## src/hw/rtl/jsc_pkg.sv

```systemverilog
// Shared types, codes and constants for the Jacobi symbol v(1) checker.
// Used by every module of the block except jsc_ram; depends on nothing.
package jsc_pkg;

	localparam int unsigned STORE_DEPTH = 4096;
	localparam int unsigned ADDR_W      = $clog2(STORE_DEPTH);
	localparam int unsigned CMP_W       = 18;
	localparam int unsigned CNT_W       = 48;
	localparam int unsigned NUM_CNT     = 7;
	localparam int unsigned SEL_W       = 3;
	localparam int unsigned IDX_W       = 12;
	localparam int unsigned CHAR_W      = 8;
	localparam int unsigned LEN_W       = 13;
	localparam int unsigned MIN_W       = 12;
	localparam int unsigned CFG_DATA_W  = 13;
	localparam int unsigned CFG_IDX_W   = 1;
	localparam int unsigned RAM_W       = CHAR_W + 1;
	localparam int unsigned QUEUE_DEPTH = 2;

	localparam logic [LEN_W-1:0] LINE_LENGTH_RST   = 13'd4096;
	localparam logic [MIN_W-1:0] MIN_CANDIDATE_RST = 12'd3;

	localparam logic [CFG_IDX_W-1:0] CFG_LINE_LENGTH   = 1'd0;
	localparam logic [CFG_IDX_W-1:0] CFG_MIN_CANDIDATE = 1'd1;

	localparam logic [1:0] KIND_LOAD   = 2'd0;
	localparam logic [1:0] KIND_LOOKUP = 2'd1;
	localparam logic [1:0] KIND_CHECK  = 2'd2;
	localparam logic [1:0] KIND_READ   = 2'd3;

	localparam logic [1:0] SYM_MINUS   = 2'd0;
	localparam logic [1:0] SYM_ZERO    = 2'd1;
	localparam logic [1:0] SYM_PLUS    = 2'd2;
	localparam logic [1:0] SYM_INVALID = 2'd3;

	localparam logic [1:0] ST_OK    = 2'd0;
	localparam logic [1:0] ST_RANGE = 2'd1;
	localparam logic [1:0] ST_BELOW = 2'd2;

	localparam int unsigned CNT_OPS     = 0;
	localparam int unsigned CNT_MISS    = 1;
	localparam int unsigned CNT_HIT     = 2;
	localparam int unsigned CNT_LOAD    = 3;
	localparam int unsigned CNT_RANGE   = 4;
	localparam int unsigned CNT_INVALID = 5;
	localparam int unsigned CNT_V1      = 6;

	localparam logic [CHAR_W-1:0] CHAR_MINUS = 8'h2D;
	localparam logic [CHAR_W-1:0] CHAR_ZERO  = 8'h30;
	localparam logic [CHAR_W-1:0] CHAR_PLUS  = 8'h2B;

	typedef struct packed {
		logic [1:0]        kind;
		logic [IDX_W-1:0]  index;
		logic [CHAR_W-1:0] character;
		logic [SEL_W-1:0]  counter_select;
	} in_word_t;

	typedef struct packed {
		logic [1:0]       symbol;
		logic             v1_valid;
		logic [1:0]       status;
		logic [CNT_W-1:0] counter_value;
	} out_word_t;

	typedef enum logic [2:0] {
		OP_LOAD,
		OP_LOOKUP,
		OP_CHECK,
		OP_READ,
		OP_BELOW
	} op_t;

	typedef struct packed {
		op_t               op;
		logic [ADDR_W-1:0] addr_a;
		logic              a_oor;
		logic [ADDR_W-1:0] addr_b;
		logic              b_oor;
		logic [CHAR_W-1:0] character;
		logic [SEL_W-1:0]  counter_select;
	} cmd_t;

	function automatic logic [1:0] decode_char(input logic [CHAR_W-1:0] c);
		logic [1:0] s;
		case (c)
			CHAR_MINUS: s = SYM_MINUS;
			CHAR_ZERO:  s = SYM_ZERO;
			CHAR_PLUS:  s = SYM_PLUS;
			default:    s = SYM_INVALID;
		endcase
		return s;
	endfunction

endpackage

```

## src/hw/rtl/jsc_front.sv

```systemverilog
// Front end: configuration registers, input acceptance and classification.
// Turns each input word into a command with resolved addresses and range flags.
// Depends on jsc_pkg.
module jsc_front (
	input  logic                                 clk,
	input  logic                                 arst_n,
	input  logic                                 cfg_write,
	input  logic [jsc_pkg::CFG_IDX_W-1:0]        cfg_index,
	input  logic [jsc_pkg::CFG_DATA_W-1:0]       cfg_data,
	input  logic                                 in_valid,
	output logic                                 in_ready,
	input  jsc_pkg::in_word_t                    in_word,
	input  logic                                 q_full,
	output logic                                 push,
	output jsc_pkg::cmd_t                        push_cmd
);

	logic [jsc_pkg::LEN_W-1:0] line_length_q;
	logic [jsc_pkg::MIN_W-1:0] min_candidate_q;

	logic [jsc_pkg::CMP_W-1:0] limit;
	logic [jsc_pkg::CMP_W-1:0] idx_w;
	logic [jsc_pkg::CMP_W-1:0] pos_a;
	logic [jsc_pkg::CMP_W-1:0] pos_b;
	logic                      in_store;
	logic                      low_x;

	always_ff @(posedge clk or negedge arst_n) begin
		if (!arst_n) begin
			line_length_q   <= jsc_pkg::LINE_LENGTH_RST;
			min_candidate_q <= jsc_pkg::MIN_CANDIDATE_RST;
		end else if (cfg_write) begin
			case (cfg_index)
				jsc_pkg::CFG_LINE_LENGTH:   line_length_q <= cfg_data[jsc_pkg::LEN_W-1:0];
				jsc_pkg::CFG_MIN_CANDIDATE: min_candidate_q <= cfg_data[jsc_pkg::MIN_W-1:0];
				default: ;
			endcase
		end
	end

	always_comb begin
		if (jsc_pkg::CMP_W'(line_length_q) < jsc_pkg::CMP_W'(jsc_pkg::STORE_DEPTH)) begin
			limit = jsc_pkg::CMP_W'(line_length_q);
		end else begin
			limit = jsc_pkg::CMP_W'(jsc_pkg::STORE_DEPTH);
		end
		idx_w    = jsc_pkg::CMP_W'(in_word.index);
		in_store = idx_w < jsc_pkg::CMP_W'(jsc_pkg::STORE_DEPTH);
		low_x    = idx_w < jsc_pkg::CMP_W'(2);
		pos_a    = idx_w;
		pos_b    = idx_w + jsc_pkg::CMP_W'(2);

		push_cmd                = '0;
		push_cmd.character      = in_word.character;
		push_cmd.counter_select = in_word.counter_select;
		case (in_word.kind)
			jsc_pkg::KIND_LOAD: begin
				push_cmd.op = jsc_pkg::OP_LOAD;
			end
			jsc_pkg::KIND_LOOKUP: begin
				push_cmd.op    = jsc_pkg::OP_LOOKUP;
				push_cmd.a_oor = pos_a >= limit;
			end
			jsc_pkg::KIND_CHECK: begin
				pos_a = idx_w - jsc_pkg::CMP_W'(2);
				if (in_word.index < min_candidate_q) begin
					push_cmd.op = jsc_pkg::OP_BELOW;
				end else begin
					push_cmd.op = jsc_pkg::OP_CHECK;
				end
				push_cmd.a_oor = low_x || (pos_a >= limit);
				push_cmd.b_oor = pos_b >= limit;
			end
			default: begin
				push_cmd.op = jsc_pkg::OP_READ;
			end
		endcase
		push_cmd.addr_a = pos_a[jsc_pkg::ADDR_W-1:0];
		push_cmd.addr_b = pos_b[jsc_pkg::ADDR_W-1:0];
	end

	assign in_ready = !q_full;
	// loads outside the store are accepted and dropped
	assign push = in_valid && !q_full && (in_store || (in_word.kind != jsc_pkg::KIND_LOAD));

endmodule

```

## config.mk

```make
export PLATFORM = sky130hd
export DESIGN_NAME = jsc_front
export DESIGN_NICKNAME = d
export VERILOG_FILES = /design/src/hw/rtl/jsc_pkg.sv /design/src/hw/rtl/jsc_front.sv
export SDC_FILE = /design/constraint.sdc
export NUM_CORES = 1
export LEC_CHECK = 0
export BUFFER_PORTS_ARGS = -buffer_cell sky130_fd_sc_hd__buf_2
export CAP_MARGIN = 15
export CORE_MARGIN = 4
export CORE_UTILIZATION = 45
export DETAILED_ROUTE_END_ITERATION = 8
export GPL_ROUTABILITY_DRIVEN = 0
export GPL_TIMING_DRIVEN = 1
export PLACE_DENSITY = 0.79
export SETUP_SLACK_MARGIN = 0.3
export SYNTH_ARGS = -nofsm -noshare
export SYNTH_HDL_FRONTEND = slang
export SYNTH_SLANG_ARGS = --single-unit
```

## constraint.sdc

```tcl
create_clock -name clk -period 1.9 [get_ports clk]
set_input_delay 0 -clock clk [delete_from_list [all_inputs] [get_ports clk]]
set_output_delay 0 -clock clk [all_outputs]
set_load 0.01 [all_outputs]
```

After elaboration in Yosys (flattened, before gate mapping)
Index checks and enable logic that the tools add are counted.

Add/sub/neg operators: 2. Magnitude comparators: 6. Equality and inequality tests: 2. Muxes and demuxes: 6. Bitwise operators: 1. Reduce and logical (&&, ||, !) cells: 6.

Operator list (count): $ge A12 B18 Y1 (1); $ge A13 B18 Y1 (1); $ge A18 B13 Y1 (1); $add A12 B2 Y13 const B (1); $lt A13 B13 Y1 const B (1); $mux W13 (1); $sub A12 B2 Y13 const B (1); $lt A12 B12 Y1 (1); $lt A12 B2 Y1 const B (1); $mux W12 (1); $pmux W3 S3 (1); $reduce_and A2 Y1 (2); $mux W3 (1); $eq A2 B1 Y1 const B (1); $eq A2 B2 Y1 const B (1); $logic_not A2 Y1 (1); $pmux W1 S2 (1); $logic_and A1 B1 Y1 (1); $logic_not A1 Y1 (1); $logic_or A1 B1 Y1 (1); $mux W1 (1); $not A1 Y1 (1).

Flip-flop bits (word level): 25. Input bits: 44. Output and inout port bits: 42. Word-level logic and storage cells: 25.

Longest topological paths before layout
Gate-level depths: netlist of the first run.

Depth after elaboration: 5. Mapped depth: 13.

Worst setup path after synthesis of the first run
No wires, ideal clock.

Path kind: input to output. From: input port in_word[12] (netlist bit). To: output port push_cmd[24] (netlist bit). Arrival time: 2.256 ns. Required time: 1.900 ns. Slack: -0.356 ns. Cell stages on the path: 10. Buffers on the path: 0. Cells stage by stage: inv_1 ha_1 or3b_4 nor3_4 nor3b_4 xnor2_1 ha_1 and4_1 a221oi_1 o41ai_1.

RTL lines: start, declared (line jsc_front.sv:12) `input jsc_pkg::in_word_t in_word,`; end, declared (line jsc_front.sv:15) `output jsc_pkg::cmd_t push_cmd`.

==> results of run 1 <==
[synth_stat cells (10+ instances only)]
cell / instances
ha_1: 51
a21o_1: 10
nand2_1: 25
dfrtp_1: 22
nor2_1: 12
o21ai_0: 10
buf_4: 13
a21oi_1: 10
inv_1: 22
mux2_2: 24
xor2_1: 10
xnor2_1: 17
[sequential cells by signal, summed over array words and instances, names as in the netlist]
name             count
line_length_q       13
min_candidate_q     12
[cell type report]
type                    instances  area [um2]  share of cell area, %
inverters                      22        91.3                   2.36
repair buffers                126         883                   22.8
multi-input cells             226        2130                   55.0
flip-flops and latches         25         629                   16.2
well taps                      75        93.8                   2.42
clock buffers                   4        45.0                   1.16
[routing by layer]
layer  GRT usage, %  up-vias
li1               -     1251
met1           22.8     1230
met2           36.4       85
met3           1.43       24
met4           8.78        0
met5              0        -
[power groups by stage]
| stage | logic, mW | clock network (mW) | registers [mW] |
|---|---|---|---|
| after floorplan | 0.640 | 0 | 0.662 |
| after global placement | 0.923 | 0 | 0.668 |
| after detailed placement | 0.975 | 0 | 0.673 |
| after CTS | 1.10 | 0.307 | 0.666 |
| after global routing | 1.25 | 0.327 | 0.677 |
| final | 1.13 | 0.299 | 0.669 |
[worst reg2reg max path: cells and delay by family, from the launching register on]
family                 cells  cell delay (ns)
buffers and inverters      2             0.21
flip-flops                 1             0.57
AO/OA/AOI/OAI              1             0.15
[placed cells by master (no fill, tap or decap), types with 5 or more instances in the layout]
master / netlist / final
buf_2: 5 / 61
ha_1: 51 / 44
buf_4: 13 / 42
mux2_2: 24 / 24
dfrtp_1: 22 / 22
inv_1: 22 / 18
nand2_1: 25 / 17
xnor2_1: 17 / 16
dlygate4sd3_1: 0 / 13
nor2_1: 12 / 10
xor2_1: 10 / 10
a21o_1: 10 / 10
a21oi_1: 10 / 7
o21ai_0: 10 / 7
ha_4: 0 / 7
buf_6: 2 / 6
nand3_1: 6 / 5
nand4_1: 5 / 5
nand2_2: 0 / 5
[path summary, 6_finish.rpt]
| path | from | cells after the start | slack [ns] | to |
|---|---|---|---|---|
| setup / recovery | in_word[12] | 15 | -0.46 | push_cmd[24] |
| hold / removal | in_word[3] | 0 | 0.000004 | push_cmd[3] |
| setup reg to reg | line_length_q[12] | 3 | 0.90 | line_length_q[12] |
| hold reg to reg | min_candidate_q[3] | 1 | 0.51 | min_candidate_q[3] |
| max in group asynchronous | arst_n | 2 | 1.29 | min_candidate_q[1] |
| min in group asynchronous | arst_n | 2 | 0.24 | line_length_q[10] |
[timing repair]
action	in CTS	in global routing
hold buffers	13	0
pin swaps	11	9
endpoints found under the setup margin	7	8
resized for setup	30	7
setup buffers	5	0
hold endpoints to repair	44	0
[per-stage QoR]
step / area [um2] / setup slack, ns / util (%) / hold slack (ns) / setup TNS (ns)
2_1_floorplan: 2940 / -0.273 / - / -0.296 / -0.273
3_3_place_gp: 3490 / -0.424 / 58.6 / 0.0000686 / -0.493
3_5_place_dp: 3490 / -0.496 / 58.6 / 0.0000686 / -0.613
4_1_cts: 3850 / -0.442 / 64.6 / 0.0000686 / -0.880
5_1_grt: 3880 / -0.615 / 65.1 / 0.0000157 / -1.32
6_report: 3880 / -0.464 / 65.1 / 0.00000443 / -0.887
[cells by family after synthesis]
logic type	count (synthesis)	synth area share (%)
compound gates	47	11.3
xor+xnor	27	8.49
buf+inv	47	8.85
flops	25	22.6
mux	24	9.71
simple gates	77	16.1
fa+ha+maj	51	22.9
==> results.toml, run 1 <==
[power]
swShare_pct = 35.9
vdd_ir_drop_max_uv = 666
powerDensity_mw_per_mm2 = 541
clockPowerShare_pct = 14.2
combPwrFrac_pct = 53.9
p_int_mw = 1.34
p_leak_nw = 1.89
p_total_mw = 2.10
power.switching_mw = 0.753
pwr-share-seq_pct = 31.9

[synthesis]
syn_inst = 298
ys_seq_area_share_pct = 22.6
synth-seq-cells = 25
synthFlopType = "dfrtp_1"
syn_area_mm2 = 0.00278
synth_top_area_share_pct = 22.9
synthesis.nets = 393
synth_top_area_cell = "ha_1"
synth_edf_count = 0
ys_warn_count = 0
avgSynthCellArea_um2 = 9.34
yosys-top-cells-area = "ha_1, dfrtp_1, mux2_2"
synth_cell_types = 48
ys_async_sr_fraction_pct = 100

[die]
boundaryPins = 86
core_mm2 = 0.00596
die_area_mm2 = 0.00751
fp.dieH_um = 86.7
die_x_um = 86.7
start_util_pct = 46.7
rows = 28

[drt]
dr.pass1.iters = 4
via_per_inst = 5.42
wl_met2_um = 3770
vias = 2590
finalWirelength_um = 7430
drcViolationCount = 0
wl_per_cell_um = 15.5
wl_met1_um = 3070
met3RoutedLength_um = 363
drtIter0Drc = 130
ant_nets = 0
highest_layer = "met4"

[timing]
fin_ws_ns = -0.464
relSlewSlack_pct = 64.1
setup_viol = 4
tightest_slew_ns = 0.538
timing.fmax_mhz = 423
period_minus_slack_ns = 2.36
finalClockSkew_ns = 0
grt_setup_unrepaired = "yes"
final_max_slew_viol_count = 0
hold_viol_final = 0
period_share_pct = 124

[clocking]
htree_levels = 1
cts-root-buf = "clkbuf_8"
insertion_delay_ns = 0.26
cts_buffer_depth = 2
cts_made_buffers = 3
cts.sinks = 25
cts_tree = "yes"

[placed_design]
port_buffers = 63
dp.cells = 456
dp_hpwl_um = 5950

[global_routing]
antenna_found_initial = 0
grt_pass1_vias = 2712
grt_pass1_wl_um = 11900
grt_usage_pct = 19.6
grt_max_degree = 26
gr-total-overflow = 0

[flow_run]
cap_violations = 0

[worst_hold_path]
hold_path_class = "in -> out"

[critical_path]
endpoint_kind = "output pin"
critPathSlowestCell = "or3b_4"
critPathMaxFanout = 3
cp_cell_sequence = "buf_8 > clkinvlp_4 > ha_4 > or3b_4 > nor3_4 > nor3b_4 > nand2_1 > xnor2_1 > ha_1 > a21oi_2 > nor3_1 > a31oi_1 > o211a_1 > o41ai_2 > buf_2"
slowest_delay_ns = 0.40
path_buf_inv = 3
start_kind = "input pin"
crit_family = "simple AND/OR/NAND/NOR gates"
crit_type = "in -> out"
cp.arrival_ns = 2.36
worstPathRequired_ns = 1.90

[layout]
nFillCells = 470
drive_gt1_share_pct = 47.4
nets = 499
finalNonFillerCells = 478
diodes = 0
area_delta_synth_final_pct = 39.2

[status]
outcome = "complete, but fails checks"
violations = "negative setup slack"
No activity file was read; power rests on OpenSTA's default activity.
==> run 2: changes to the inputs <==
Settings changed: PLACE_DENSITY 0.79 to 0.7.
==> results.toml, run 2 (synthesis gave the netlist of run 1 again) <==
[status]
outcome = "complete, but fails checks"
violations = "negative setup slack"

[global_routing]
grt_max_degree = 26
antenna_found_initial = 1
grt_usage_pct = 18.6
grt_pass1_wl_um = 11200
gr-total-overflow = 0
grt_pass1_vias = 2437

[flow_run]
cap_violations = 0

[timing]
fin_ws_ns = -0.471
timing.hold.ws_ns = 0.00000443
period_minus_slack_ns = 2.37
final_max_slew_viol_count = 0
tightest_slew_ns = 0.530
period_share_pct = 125
finalClockSkew_ns = 0
grt_setup_unrepaired = "yes"
relSlewSlack_pct = 64.7
timing.fmax_mhz = 422
setup_viol = 3
hold_viol_final = 0

[critical_path]
r2r_cells = 3
cp_cell_sequence = "buf_6 > clkinvlp_4 > ha_4 > or3b_4 > nor3_4 > buf_4 > buf_4 > xor2_1 > ha_1 > a21o_1 > a21o_1 > a221oi_1 > o41ai_2 > buf_2"
slowest_delay_ns = 0.39
crit_type = "in -> out"
path_buf_inv = 5
critPathMaxFanout = 2
crit_cells = 14
worstPathRequired_ns = 1.90
reg2reg_to = "line_length_q[12]"
crit_family = "compound AO/OA/AOI/OAI gates"
regToRegSetupSlack_ns = 0.87
endpoint_kind = "output pin"
start_kind = "input pin"
r2r-start = "line_length_q[12]"
worstSetupStartpoint = "in_word[12]"
crit_end = "push_cmd[24]"
cp.arrival_ns = 2.37
critPathSlowestCell = "or3b_4"

[die]
die_x_um = 86.7
rows = 28
die_area_mm2 = 0.00751
start_util_pct = 46.7
core_mm2 = 0.00596
boundaryPins = 86
fp.dieH_um = 86.7

[layout]
largest_reg_flops = 13
final_common_cell = "buf_2"
regMostFlops = "line_length_q"
layout_common_cells = "buf_2, ha_1, buf_4"
area_delta_synth_final_pct = 36.2
nets = 495
reg.largest.list = "line_length_q: 13 flops, min_candidate_q: 12 flops"
finalNonFillerCells = 474
drive_gt1_share_pct = 45.6
diodes = 0

[drt]
finalWirelength_um = 6730
drtIter0Drc = 60
drcViolationCount = 0
wl_per_cell_um = 14.2
via_per_inst = 5.12
dr.pass1.iters = 4
vias = 2428
ant_nets = 0

[clocking]
insertion_delay_ns = 0.26
cts_made_buffers = 3
cts.sinks = 25
cts_buffer_depth = 2
htree_levels = 1
cts_tree = "yes"
cts-root-buf = "clkbuf_8"

[power]
powerDensity_mw_per_mm2 = 524
vdd_ir_drop_max_uv = 531
p_leak_nw = 1.87

[worst_hold_path]
hold_path_class = "in -> out"

[placed_design]
dp.cells = 453
dp_hpwl_um = 5710
port_buffers = 63
[run 2: what timing repair did]
action / in CTS / in global routing
endpoints found under the setup margin: 7 / 8
hold buffers: 14 / 0
pin swaps: 7 / 3
buffers inserted: 1 / 2
resized for setup: 12 / 13
endpoints found under the hold margin: 46 / 0
[run 2: power by group]
part / switching (mW) / internal, mW
Sequential: 0.0488 / 0.617
Combinational: 0.501 / 0.518
Clock: 0.155 / 0.146
Total: 0.704 / 1.28
[run 2: worst min-delay path by stage]
stage / from / end / slack [ns] / depth (start not counted)
5_1_grt: in_word[3] / push_cmd[3] / 0.00002 / 0
3_5_place_dp: in_word[1] / push_cmd[1] / 0.00007 / 0
6_report: in_word[7] / push_cmd[7] / 0.000004 / 0
4_1_cts: in_word[1] / push_cmd[1] / 0.00007 / 0
2_1_floorplan: arst_n / line_length_q[0] / -0.30 / 0
3_3_place_gp: in_word[1] / push_cmd[1] / 0.00007 / 0
[run 2: per-stage QoR]
step	power (mW)	worst slack [ns]	util [%]	TNS [ns]	area (um2)
6_report	1.99	-0.471	63.7	-0.881	3790
5_1_grt	2.17	-0.608	63.7	-1.25	3790
4_1_cts	1.99	-0.455	62.5	-0.902	3720
3_5_place_dp	1.63	-0.507	58.2	-0.620	3470
3_3_place_gp	1.59	-0.422	58.2	-0.485	3470
2_1_floorplan	1.30	-0.273	-	-0.273	2940
[run 2: cell type report]
type | count | area (um2)
flip-flops and latches | 25 | 629
clock inverters | 1 | 5.00
fillers | 523 | 2160
inverters | 22 | 91.3
multi-input cells | 226 | 2110
repair buffers | 122 | 825
clock buffers | 3 | 41.3
well taps | 75 | 93.8
[run 2: metal layers]
layer / share of wire [%] / wire (um) / track usage, %
met1: 46 / 3090 / 24.2
met3: 4.1 / 277 / 1.43
met2: 48 / 3230 / 32.1
met5: 0.10 / 7 / 0
met4: 2.0 / 133 / 6.66
[run 2: worst reg2reg max path, stage by stage, from the launching register on]
cell	delay [ns]
dfstp_2	0.57
inv_6	0.07
buf_4	0.15
o21ai_0	0.16
