<file path="src/hw/rtl/jsc_pkg.sv">
// Shared types, codes and constants for the Jacobi symbol v(1) checker.
// Used by every module of the block except jsc_ram; depends on nothing.
package jsc_pkg;

	localparam int unsigned STORE_DEPTH = 4096;
	localparam int unsigned ADDR_W      = $clog2(STORE_DEPTH);
	localparam int unsigned CMP_W       = 18;
	localparam int unsigned CNT_W       = 48;
	localparam int unsigned NUM_CNT     = 7;
	localparam int unsigned SEL_W       = 3;
	localparam int unsigned IDX_W       = 12;
	localparam int unsigned CHAR_W      = 8;
	localparam int unsigned LEN_W       = 13;
	localparam int unsigned MIN_W       = 12;
	localparam int unsigned CFG_DATA_W  = 13;
	localparam int unsigned CFG_IDX_W   = 1;
	localparam int unsigned RAM_W       = CHAR_W + 1;
	localparam int unsigned QUEUE_DEPTH = 2;

	localparam logic [LEN_W-1:0] LINE_LENGTH_RST   = 13'd4096;
	localparam logic [MIN_W-1:0] MIN_CANDIDATE_RST = 12'd3;

	localparam logic [CFG_IDX_W-1:0] CFG_LINE_LENGTH   = 1'd0;
	localparam logic [CFG_IDX_W-1:0] CFG_MIN_CANDIDATE = 1'd1;

	localparam logic [1:0] KIND_LOAD   = 2'd0;
	localparam logic [1:0] KIND_LOOKUP = 2'd1;
	localparam logic [1:0] KIND_CHECK  = 2'd2;
	localparam logic [1:0] KIND_READ   = 2'd3;

	localparam logic [1:0] SYM_MINUS   = 2'd0;
	localparam logic [1:0] SYM_ZERO    = 2'd1;
	localparam logic [1:0] SYM_PLUS    = 2'd2;
	localparam logic [1:0] SYM_INVALID = 2'd3;

	localparam logic [1:0] ST_OK    = 2'd0;
	localparam logic [1:0] ST_RANGE = 2'd1;
	localparam logic [1:0] ST_BELOW = 2'd2;

	localparam int unsigned CNT_OPS     = 0;
	localparam int unsigned CNT_MISS    = 1;
	localparam int unsigned CNT_HIT     = 2;
	localparam int unsigned CNT_LOAD    = 3;
	localparam int unsigned CNT_RANGE   = 4;
	localparam int unsigned CNT_INVALID = 5;
	localparam int unsigned CNT_V1      = 6;

	localparam logic [CHAR_W-1:0] CHAR_MINUS = 8'h2D;
	localparam logic [CHAR_W-1:0] CHAR_ZERO  = 8'h30;
	localparam logic [CHAR_W-1:0] CHAR_PLUS  = 8'h2B;

	typedef struct packed {
		logic [1:0]        kind;
		logic [IDX_W-1:0]  index;
		logic [CHAR_W-1:0] character;
		logic [SEL_W-1:0]  counter_select;
	} in_word_t;

	typedef struct packed {
		logic [1:0]       symbol;
		logic             v1_valid;
		logic [1:0]       status;
		logic [CNT_W-1:0] counter_value;
	} out_word_t;

	typedef enum logic [2:0] {
		OP_LOAD,
		OP_LOOKUP,
		OP_CHECK,
		OP_READ,
		OP_BELOW
	} op_t;

	typedef struct packed {
		op_t               op;
		logic [ADDR_W-1:0] addr_a;
		logic              a_oor;
		logic [ADDR_W-1:0] addr_b;
		logic              b_oor;
		logic [CHAR_W-1:0] character;
		logic [SEL_W-1:0]  counter_select;
	} cmd_t;

	function automatic logic [1:0] decode_char(input logic [CHAR_W-1:0] c);
		logic [1:0] s;
		case (c)
			CHAR_MINUS: s = SYM_MINUS;
			CHAR_ZERO:  s = SYM_ZERO;
			CHAR_PLUS:  s = SYM_PLUS;
			default:    s = SYM_INVALID;
		endcase
		return s;
	endfunction

endpackage

</file>
<file path="src/hw/rtl/jsc_queue.sv">
// Short command queue between front and back end.
// Depends on jsc_pkg for the command type and depth.
module jsc_queue (
	input  logic          clk,
	input  logic          arst_n,
	input  logic          push,
	input  jsc_pkg::cmd_t push_cmd,
	output logic          full,
	output logic          head_valid,
	output jsc_pkg::cmd_t head,
	input  logic          pop
);

	localparam int unsigned PTR_W = (jsc_pkg::QUEUE_DEPTH > 1) ? $clog2(jsc_pkg::QUEUE_DEPTH) : 1;
	localparam int unsigned CNT_W = $clog2(jsc_pkg::QUEUE_DEPTH + 1);

	jsc_pkg::cmd_t    slot_q [jsc_pkg::QUEUE_DEPTH];
	logic [PTR_W-1:0] wr_ptr_q;
	logic [PTR_W-1:0] rd_ptr_q;
	logic [CNT_W-1:0] count_q;
	logic             do_push;
	logic             do_pop;

	assign full       = count_q == CNT_W'(jsc_pkg::QUEUE_DEPTH);
	assign head_valid = count_q != '0;
	assign head       = slot_q[rd_ptr_q];
	assign do_push    = push && !full;
	assign do_pop     = pop && head_valid;

	always_ff @(posedge clk or negedge arst_n) begin
		if (!arst_n) begin
			wr_ptr_q <= '0;
			rd_ptr_q <= '0;
			count_q  <= '0;
		end else begin
			if (do_push) begin
				if (wr_ptr_q == PTR_W'(jsc_pkg::QUEUE_DEPTH - 1)) begin
					wr_ptr_q <= '0;
				end else begin
					wr_ptr_q <= wr_ptr_q + PTR_W'(1);
				end
			end
			if (do_pop) begin
				if (rd_ptr_q == PTR_W'(jsc_pkg::QUEUE_DEPTH - 1)) begin
					rd_ptr_q <= '0;
				end else begin
					rd_ptr_q <= rd_ptr_q + PTR_W'(1);
				end
			end
			if (do_push && !do_pop) begin
				count_q <= count_q + CNT_W'(1);
			end else if (do_pop && !do_push) begin
				count_q <= count_q - CNT_W'(1);
			end
		end
	end

	always_ff @(posedge clk) begin
		if (do_push) begin
			slot_q[wr_ptr_q] <= push_cmd;
		end
	end

endmodule

</file>
<file path="config.mk">
export PLATFORM = sky130hd
export DESIGN_NAME = jsc_queue
export DESIGN_NICKNAME = d
export VERILOG_FILES = /design/src/hw/rtl/jsc_pkg.sv /design/src/hw/rtl/jsc_queue.sv
export SDC_FILE = /design/constraint.sdc
export NUM_CORES = 1
export LEC_CHECK = 0
export BUFFER_PORTS_ARGS = -buffer_cell sky130_fd_sc_hd__buf_2
export CORE_ASPECT_RATIO = 0.9
export CORE_MARGIN = 4
export CORE_UTILIZATION = 44
export DETAILED_ROUTE_END_ITERATION = 16
export MAX_ROUTING_LAYER = met4
export PLACE_DENSITY = 0.68
export SYNTH_ARGS = -nofsm -noshare
export SYNTH_HDL_FRONTEND = slang
export SYNTH_SLANG_ARGS = --single-unit
</file>
<file path="constraint.sdc">
create_clock -name clk -period 6.4 [get_ports clk]
set_input_delay 1.28 -clock clk [delete_from_list [all_inputs] [get_ports clk]]
set_output_delay 1.28 -clock clk [all_outputs]
set_load 0.01 [all_outputs]
</file>
# Yosys cells after proc, flatten, opt, wreduce, memory -nomap -nowiden
# Memories as Yosys holds them, arrays and structs flattened.
# Index checks and enable logic that the tools add are counted.
totals:
  ff_bits: 4
  ram_bits: 80
  inputBits: 44
  wordCells: 24
  n_memories: 1
classes:
  addsub: 4
  eq_ne: 1
  n_mux: 6
  n_reduce_logical: 9
mem_list:
  columns: ["memory", "words", "word_bits", "read_ports", "rd_clocked_by_memory_dff", "wr", "line", "source"]
  rows:
  - ["slot_q", 2, 40, 1, 0, 1, "jsc_queue.sv:17", "jsc_pkg::cmd_t slot_q [jsc_pkg::QUEUE_DEPTH];"]
ops:
  columns: ["operator", "n"]
  rows:
  - ["1-bit logical AND", 4]
  - ["1-bit two-way mux", 4]
  - ["2-bit two-way mux", 2]
  - ["2-bit nonzero test", 2]
  - ["1-bit logical NOT", 3]
  - ["1-bit adder, second input constant", 2]
  - ["2-bit by 1-bit adder with 2-bit output, second input constant", 1]
  - ["2-bit == test, second input constant", 1]
  - ["2-bit by 1-bit subtractor with 2-bit output, second input constant", 1]

# Depth between registers and ports, before layout
# Gate-level depths: netlist of run 1.
logic_depth:
  ltp_word: 7
  depth_mapped: 7
  depth_no_buf: 7

# Worst setup path before layout of run 1
# No wires, ideal clock.
synth_path:
  path_kind: "in2reg"
  from: "input port push"
  to: "memory slot_q[0][0] (netlist bit) (enable)"
  setup_time_ps: 437
  t_arrival_ps: 3054
  t_required_ps: 5963
  path_slack_ps: 2909
  path_stages: 2
  path_buffers: 0
  cell_sequence: "nand2_1 nor2_1"
synth_via:
  elab_chain_cells: 3
synth_rtl:
  columns: ["item", "line", "source"]
  rows:
  - ["start, declared", "jsc_queue.sv:6", "input logic push,"]
  - ["1-bit logical AND", "jsc_queue.sv:27", "assign do_push = push && !full;"]
  - ["1-bit two-way mux", "jsc_queue.sv:59", "if (do_push) begin"]
  - ["1-bit two-way mux (not written as such)", "jsc_queue.sv:60", "slot_q[wr_ptr_q] <= push_cmd;"]
  - ["end, declared", "jsc_queue.sv:17", null]
# Every way passes these cells.

==> qor.yml, run 1 <==
relSlewSlack: 0.227
fp-row-count: 29
period_share: 0.526
start_kind: "register"
path_max_fanout: 24
ir_worst_vdd_mv: 0.252
total_leakage_power_nw: 1.60
yosysUniqueCellTypes: 16
fin_cells: 334
diodes: 0
layout.nets: 281
synth.most_common_cell: "edfxtp_1"
place_hpwl_um: 3430
detail_route.iter0.violations: 40
die_y_um: 90.0
hold_class: "register to register"
wirelength_um: 5250
synth_nets: 189
tns_ps: 0
core-area_um2: 7150
synth_area_leaders: "edfxtp_1 (73%), mux2_4 (18%), dfrtp_1 (3.0%)"
slew_violations: 0
finalSetupViolations: 0
clk_latency_ps: 350
drc: 0
post_cts_buffers: 0
areaGrowthSynthToFinish_pct: 19.5
gp_congestion: 0.722
clkTransAtPathRegs_ps: 80
tightest_slew_ps: 1160
fill_cells: 568
initial_utilization: 0.460
rsz0062_at_grt: "false"
fp.dieArea_um2: 8930
status: "finished, final reports clean"
synthFlopType: "edfxtp_1"
synthArstFlopShare: 0.0476
drive_gt1_frac: 0.602
synth_top_area_cell: "edfxtp_1"
p_per_area_nw_per_um2: 439
route.detailed.vias_per_inst: 4.69
netlist_instances: 144
htree_levels: 3
end_kind: "output pin"
grtUsageTotal: 0.124
synth.ff_latch_count: 84
hold_buffers: 0
maxCapViolCount: 0
dpl.cell_count: 318
clockBufferDepth: 2
grt_pass1_wl_um: 8220
cts_buffers: 9
routed-via-count: 1568
ios: 86
wl_per_cell_um: 15.7
syn_avg_cell_area_um2: 22.9
synth_top_area_frac: 0.730
clockRootBuffer: "clkbuf_8"
post_cts_resized: 0
chipWidth_um: 99.2
portBuffers: 85
ys_seq_area_frac: 0.760
synth_edf_count: 80
cts_tree: "yes"
first_pass_iters: 4
ys_warn_count: 0
worstPathRequired_ps: 5120
worst-setup-path-type: "register to output pin"
synth_common_cells: "edfxtp_1 (80), mux2_4 (39), buf_12 (4), dfrtp_1 (4), xnor2_1 (3)"
syn_area_um2: 3290
cp.arrival_ps: 2090
post-route-min-period_ps: 3370
cts_sinks: 84
grt_max_degree: 41
postRouteAntennaNets: 0
antenna_found_initial: 0
hold_viol_final: 0
skew_ps: 7.19
grt_overflow: 0
grt_pass1_vias: 1644
max_freq_mhz: 297
==> path summary, 6_finish.rpt <==
kind	slack, ps	from	depth (start not counted)	to
setup / recovery	3030	rd_ptr_q$_DFFE_PN0P_	3	head[0]
hold / removal	500	count_q[1]$_DFFE_PN0P_	1	count_q[1]$_DFFE_PN0P_
setup reg to reg	4370	count_q[0]$_DFFE_PN0P_	3	slot_q[0][15]$_DFFE_PP_
hold reg to reg	500	count_q[1]$_DFFE_PN0P_	1	count_q[1]$_DFFE_PN0P_
max in group asynchronous	5550	arst_n	1	rd_ptr_q$_DFFE_PN0P_
min in group asynchronous	720	arst_n	1	rd_ptr_q$_DFFE_PN0P_
==> registers in the layout, indices dropped and copies added, names as in the netlist <==
name	flops
count_q	2
wr_ptr_q	1
rd_ptr_q	1
slot_q	80
==> power by group <==
part | total (mW) | internal (mW) | switching, mW
clock network | 0.331 | 0.143 | 0.188
logic | 0.576 | 0.304 | 0.272
registers | 0.822 | 0.756 | 0.0661
==> worst max-delay path, cell delays in order (launching register included) <==
cell and delay [ps]:
dfrtp_2 740, buf_4 510, mux2_4 350, buf_2 140
==> layer usage <==
metal,wire (um),vias to the layer above,part of all wire,track usage
met2,2450,66,0.47,0.187
met4,64,0,0.012,0.0375
met1,2340,756,0.45,0.153
li1,-,736,-,-
met5,0,-,0,-
met3,401,10,0.076,0.0526
==> layout make-up <==
cell class	instances	area, um^2	area share
Multi-Input combinational cell	53	698	0.177
Clock inverter	7	51.3	0.0130
Timing Repair Buffer	86	433	0.110
Sequential cell	84	2500	0.636
Clock buffer	9	124	0.0315
Inverter	2	7.51	0.00191
Tap cell	93	116	0.0296
==> cell families after synthesis <==
family        share of synthesized area
flops                             0.760
mux                               0.181
buf+inv                          0.0300
simple gates                     0.0110
xor+xnor                         0.0133
fa+ha+maj                       0.00380
==> cell usage in the layout (no fill, tap or decap), types with 2 or more instances in the layout <==
cell / n
dfrtp_1: 3
clkinv_4: 2
edfxtp_1: 80
inv_6: 2
clkbuf_8: 9
buf_2: 85
inv_1: 2
xnor2_1: 3
xor2_1: 2
mux2_4: 39
==> stage by stage <==
step / power (mW) / setup slack, ps / hold slack [ps] / area, um^2 / util
finish: 1.73 / 3030 / 504 / 3930 / 0.550
global route: 1.83 / 2920 / 517 / 3930 / 0.550
CTS: 1.76 / 2970 / 505 / 3930 / 0.550
detailed placement: 1.42 / 3370 / 486 / 3760 / 0.526
global placement: 1.42 / 3370 / 487 / 3760 / 0.526
floorplan: 1.28 / 2910 / 456 / 3290 / -
Power figures use the tool's default switching activity.
==> run 2: changes to the inputs <==
--- a/config.mk
+++ b/config.mk
@@ -11,7 +11,7 @@
 export CORE_UTILIZATION = 44
 export DETAILED_ROUTE_END_ITERATION = 16
 export MAX_ROUTING_LAYER = met4
-export PLACE_DENSITY = 0.68
+export PLACE_DENSITY = 0.71
 export SYNTH_ARGS = -nofsm -noshare
 export SYNTH_HDL_FRONTEND = slang
 export SYNTH_SLANG_ARGS = --single-unit
==> constraint.sdc (replaced) <==
create_clock -name clk -period 3.06 [get_ports clk]
set_input_delay 0.612 -clock clk [delete_from_list [all_inputs] [get_ports clk]]
set_output_delay 0.612 -clock clk [all_outputs]
set_load 0.01 [all_outputs]
==> run 2 against run 1 <==
Core utilization rose by 0.28 points. Design area rose by 0.51%. Routed wire length rose by 2.1%. Count of clock-buffer cells in the layout rose by 2. Worst hold slack got worse by 440 ps. Critical endpoint is now head[18].
==> qor.yml, run 2 (synthesis gave the netlist of run 1 again) <==
post_cts_buffers: 0  # unchanged
drc: 0  # unchanged
grt_max_degree: 36  # -12%
worstPathRequired_ps: 2450  # -2670 ps
r2r_cells: 3  # unchanged
pwr-share-comb: 0.346  # +0.013
max_freq_mhz: 406
antenna_found_initial: 0  # unchanged
placed_area_um2: 3790  # +0.93%
ir_worst_vdd_mv: 0.590  # +130%
grtUsageTotal: 0.128  # +0.00404
cts_tree: "yes"
place_hpwl_um: 3690  # +7.8%
p_per_area_nw_per_um2: 913  # +110%
met3_length_um: 450  # +12%
detail_route.iter0.violations: 37  # -7.5%
diodes: 0  # unchanged
largest_reg_flops: 80  # unchanged
first_pass_iters: 6  # +2
seq_power_share: 0.475  # about the same
wl_met1_um: 2250  # -4.0%
clockRootBuffer: "clkbuf_8"
die_y_um: 90.0  # unchanged
intPower_mw: 2.53  # +110%
regMostFlops: "slot_q"
fp.dieArea_um2: 8930  # unchanged
htree_levels: 3  # unchanged
wl_met2_um: 2580  # +5.6%
clockBufferDepth: 2  # unchanged
hold_class: "primary input to asynchronous set/reset pin"
cp.arrival_ps: 1850  # -240 ps
hold_buffers: 0  # unchanged
start_kind: "register"
clk_latency_ps: 340  # about the same
rsz0062_at_grt: "false"
portBuffers: 85  # unchanged
fill_cells: 578  # +1.8%
wl_per_cell_um: 15.9  # +1.2%
postRouteAntennaNets: 0  # unchanged
grt_pass1_wl_um: 8400  # +2.3%
cts_sinks: 84  # unchanged
cts_buffers: 9  # unchanged
r2r_slack_ps: 1260  # -3110 ps
initial_utilization: 0.460  # unchanged
areaGrowthSynthToFinish_pct: 20.2
period_share: 0.805
relSlewSlack: 0.599  # +0.372
grt_overflow: 0  # unchanged
final_cell_mix: "buf_2 (85), edfxtp_1 (80), mux2_4 (39), clkbuf_8 (9)"
core-area_um2: 7150  # unchanged
routed-via-count: 1594  # +1.7%
wirelength_um: 5360  # +2.1%
maxCapViolCount: 0  # unchanged
status: "finished, final reports clean"
tightest_slew_ps: 602  # -555 ps
path_max_fanout: 25  # +4.2%
top_layer_used: "met4"
drive_gt1_frac: 0.594  # -0.00740
grt_pass1_vias: 1707  # +3.8%
slew_violations: 0  # unchanged
fp-row-count: 29  # unchanged
post_cts_resized: 0  # unchanged
finalSetupViolations: 0  # unchanged
hold_viol_final: 0  # unchanged
clkTransAtPathRegs_ps: 70  # about the same
end_kind: "output pin"
swShare: 0.299  # -0.00595
post-route-min-period_ps: 2460
r2r-start: "count_q[0]$_DFFE_PN0P_"
chipWidth_um: 99.2  # unchanged
ios: 86  # unchanged
worst-setup-path-type: "register to output pin"
skew_ps: 9.68  # +2.48 ps
layout.nets: 284  # +1.1%
gp_congestion: 0.726  # +0.48%
tns_ps: 0  # unchanged
timing.rr.end: "slot_q[1][23]$_DFFE_PP_"
p_sw_mw: 1.08  # +100%
fin_util: 0.553  # +0.00280
final_cell_area_um2: 3950  # +0.51%
total_leakage_power_nw: 1.61  # +0.69%
clockPowerShare: 0.179  # -0.012
final_common_cell: "buf_2"
route.detailed.vias_per_inst: 4.73  # +0.75%
top_regs: "slot_q x80, count_q x2"
run 2: stage by stage:
| step | instances | power, mW | hold slack (ps) | worst slack [ps] |
|---|---|---|---|---|
| detailed placement | 321 | 3.02 | 424 | 920 |
| floorplan | 144 | 2.68 | 316 | 237 |
| CTS | 337 | 3.67 | 47.4 | 528 |
| global placement | 321 | 3.00 | 423 | 917 |
| global route | 337 | 3.82 | 48.2 | 488 |
| finish | 337 | 3.61 | 67.8 | 596 |
run 2: worst max-delay path: stages, from the launching register on:
cell and delay [ps]:
dfrtp_2 720, buf_12 290, mux2_2 370, buf_2 140
run 2: metal layers:
| metal | vias up | global-route usage |
|---|---|---|
| met5 | - | - |
| met4 | 0 | 0.0546 |
| met3 | 9 | 0.0387 |
| met2 | 80 | 0.196 |
| met1 | 759 | 0.159 |
| li1 | 746 | - |
run 2: power groups by stage:
stage	combinational [mW]	sequential, mW	clock [mW]
2_1_floorplan	1.01	1.67	0
3_3_place_gp	1.27	1.73	0
3_5_place_dp	1.28	1.74	0
4_1_cts	1.28	1.72	0.672
5_1_grt	1.35	1.74	0.730
6_report	1.25	1.71	0.647
run 2: area by class of cell:
cell class / count / area [um^2] / share of cell area
sequential: 84 / 2500 / 0.633
multi-input combinational: 53 / 698 / 0.177
timing repair buffer: 89 / 468 / 0.118
clock buffer: 11 / 131 / 0.0332
tap: 93 / 116 / 0.0294
clock inverter: 5 / 28.8 / 0.00728
inverter: 2 / 7.51 / 0.00190
run 2: how the worst max path moves through the flow:
stage,from,endpoint,slack [ps],cells after the start
global route,rd_ptr_q$_DFFE_PN0P_,head[18],490,3
detailed placement,rd_ptr_q$_DFFE_PN0P_,head[18],920,3
global placement,rd_ptr_q$_DFFE_PN0P_,head[18],920,3
CTS,rd_ptr_q$_DFFE_PN0P_,head[18],530,3
floorplan,push,slot_q[0][0]$_DFFE_PP_,240,2
finish,rd_ptr_q$_DFFE_PN0P_,head[18],600,3
==> run 3: changes to the inputs <==
--- a/config.mk
+++ b/config.mk
@@ -11,7 +11,7 @@
 export CORE_UTILIZATION = 44
 export DETAILED_ROUTE_END_ITERATION = 16
 export MAX_ROUTING_LAYER = met4
-export PLACE_DENSITY = 0.71
+export PLACE_DENSITY = 0.68
 export SYNTH_ARGS = -nofsm -noshare
 export SYNTH_HDL_FRONTEND = slang
 export SYNTH_SLANG_ARGS = --single-unit
==> constraint.sdc (replaced) <==
create_clock -name clk -period 2.3 [get_ports clk]
set_input_delay 0.46 -clock clk [delete_from_list [all_inputs] [get_ports clk]]
set_output_delay 0.46 -clock clk [all_outputs]
set_load 0.01 [all_outputs]
==> run 3 against run 2 <==
Via count down 2.0%. Flip-flop and latch count unchanged. Worst hold slack gained 240 ps. Critical path depth stayed put. Setup slack lost 260 ps. Power grew 37%. Core utilization is 0.79 points higher. Sequential power up 29%. Non-clock buffer count rose by 3. Routed wire length shrank 2.8%. Register-to-register slack worse by 490 ps.
==> qor.yml, run 3 (synthesis gave the netlist of run 1 again) <==
r2r-start: "count_q[0]$_DFFE_PN0P_"
top_regs: "slot_q x80, count_q x2"
skew_ps: 4.53  # -5.14 ps
core-area_um2: 7150  # unchanged
grtUsageTotal: 0.123  # -0.00571
wirelength_um: 5210  # -2.8%
clkTransAtPathRegs_ps: 80  # about the same
post_cts_resized: 0  # unchanged
fin_util: 0.561  # +0.00788
swShare: 0.291  # -0.00716
fp.dieArea_um2: 8930  # unchanged
layout.nets: 287  # +1.1%
ios: 86  # unchanged
status: "finished, final reports clean"
slew_violations: 0  # unchanged
die_y_um: 90.0  # unchanged
maxCapViolCount: 0  # unchanged
post-route-min-period_ps: 1960
final_common_cell: "buf_2"
cts_sinks: 84  # unchanged
cts_tree: "yes"
first_pass_iters: 3  # -3
portBuffers: 85  # unchanged
clockRootBuffer: "clkbuf_8"
grt_pass1_wl_um: 8110  # -3.5%
placed_area_um2: 3810  # +0.40%
rsz0062_at_grt: "false"
grt_max_degree: 27  # -25%
fp-row-count: 29  # unchanged
diodes: 0  # unchanged
areaGrowthSynthToFinish_pct: 21.9
pwr-share-comb: 0.353  # +0.007
start_kind: "register"
timing.rr.end: "count_q[1]$_DFFE_PN0P_"
drc: 0  # unchanged
worst-setup-path-type: "register to output pin"
cp.arrival_ps: 1500  # -350 ps
path_max_fanout: 16  # -36%
ir_worst_vdd_mv: 0.769  # +31%
clockPowerShare: 0.202  # +0.023
postRouteAntennaNets: 0  # unchanged
drive_gt1_frac: 0.603  # +0.00898
cts_buffers: 9  # unchanged
tightest_slew_ps: 370  # -232 ps
end_kind: "output pin"
min_path_cells: 1
p_sw_mw: 1.44  # +34%
hold-path-endpoint: "slot_q[0][17]$_DFFE_PP_"
hold_class: "primary input to register"
dpl.cell_count: 323  # +0.62%
place_hpwl_um: 3570  # -3.5%
antenna_found_initial: 0  # unchanged
hold_start: "push_cmd[17]"
route.detailed.vias_per_inst: 4.59  # -2.9%
final_cell_mix: "buf_2 (85), edfxtp_1 (80), mux2_4 (39), clkbuf_8 (9), buf_4 (5)"
finalPower_mw: 4.94  # +37%
finalSetupViolations: 0  # unchanged
initial_utilization: 0.460  # unchanged
r2r_slack_ps: 770  # -490 ps
worstPathRequired_ps: 1840  # -610 ps
largest_reg_flops: 80  # unchanged
grt_overflow: 0  # unchanged
seq_power_share: 0.446  # -0.029
fill_cells: 567  # -1.9%
intPower_mw: 3.50  # +38%
r2r_cells: 6  # +3
routed-via-count: 1562  # -2.0%
fin_cells: 340  # +0.89%
regMostFlops: "slot_q"
clockBufferDepth: 2  # unchanged
hold_viol_final: 0  # unchanged
total_leakage_power_nw: 1.64  # +1.9%
gp_congestion: 0.709  # -2.3%
relSlewSlack: 0.753  # +0.155
detail_route.iter0.violations: 45  # +22%
clk_latency_ps: 330  # about the same
chipWidth_um: 99.2  # unchanged
p_per_area_nw_per_um2: 1230  # +35%
period_share: 0.854
grt_pass1_vias: 1658  # -2.9%
max_freq_mhz: 509
wl_per_cell_um: 15.3  # -3.6%
tns_ps: 0  # unchanged
final_cell_area_um2: 4010  # +1.4%
htree_levels: 3  # unchanged
run 3: cell count changes in the layout (fill, tap and decap cells not counted), sizes merged:
cell,before,now
inv,2,3
bufinv,0,1
clkbuf,11,10
clkinv,4,3
buf,89,91
dlygate4sd3,0,1
run 3: layout make-up:
type,instances,area (um^2),share of cell area
multi-input combinational,53,698,0.174
clock buffer,10,128,0.0318
sequential,84,2500,0.624
clock inverter,6,63.8,0.0159
tap,93,116,0.0290
timing repair buffer,92,493,0.123
inverter,2,7.51,0.00187
run 3: power groups by stage:
| stage | clock (mW) | combinational [mW] | sequential [mW] |
|---|---|---|---|
| final | 0.997 | 1.74 | 2.20 |
| after global routing | 1.11 | 1.88 | 2.24 |
| after CTS | 1.04 | 1.79 | 2.21 |
| after detailed placement | 0 | 1.79 | 2.24 |
| after global placement | 0 | 1.78 | 2.23 |
| after floorplan | 0 | 1.35 | 2.21 |
run 3: how the worst max path moves through the flow:
stage,from,to
2_1_floorplan,count_q[0]$_DFFE_PN0P_,slot_q[0][0]$_DFFE_PP_
3_3_place_gp,rd_ptr_q$_DFFE_PN0P_,head[10]
3_5_place_dp,rd_ptr_q$_DFFE_PN0P_,head[29]
4_1_cts,rd_ptr_q$_DFFE_PN0P_,head[29]
5_1_grt,rd_ptr_q$_DFFE_PN0P_,head[15]
6_report,rd_ptr_q$_DFFE_PN0P_,head[15]
run 3: timing repair:
action                                 4_1_cts  5_1_grt
hold buffers                                 1        0
setup buffers                                0        0
endpoints found under the hold margin        4        0
run 3: stage by stage:
step	setup WS, ps	hold slack, ps
6_report	337	308
5_1_grt	253	273
4_1_cts	294	280
3_5_place_dp	677	278
3_3_place_gp	679	277
2_1_floorplan	216	164
run 3: critical path, cell delays in order (launching register included):
cell and delay, ps:
dfrtp_2 390, buf_4 310, mux2_4 330, buf_2 140
run 3: layer usage:
layer  vias to the layer above  GRT usage  routed length [um]
li1                        751          -                   -
met1                       745      0.143                2290
met2                        60      0.197                2480
met3                         6     0.0488                 412
met4                         0     0.0341                  35
met5                         -          -                   0
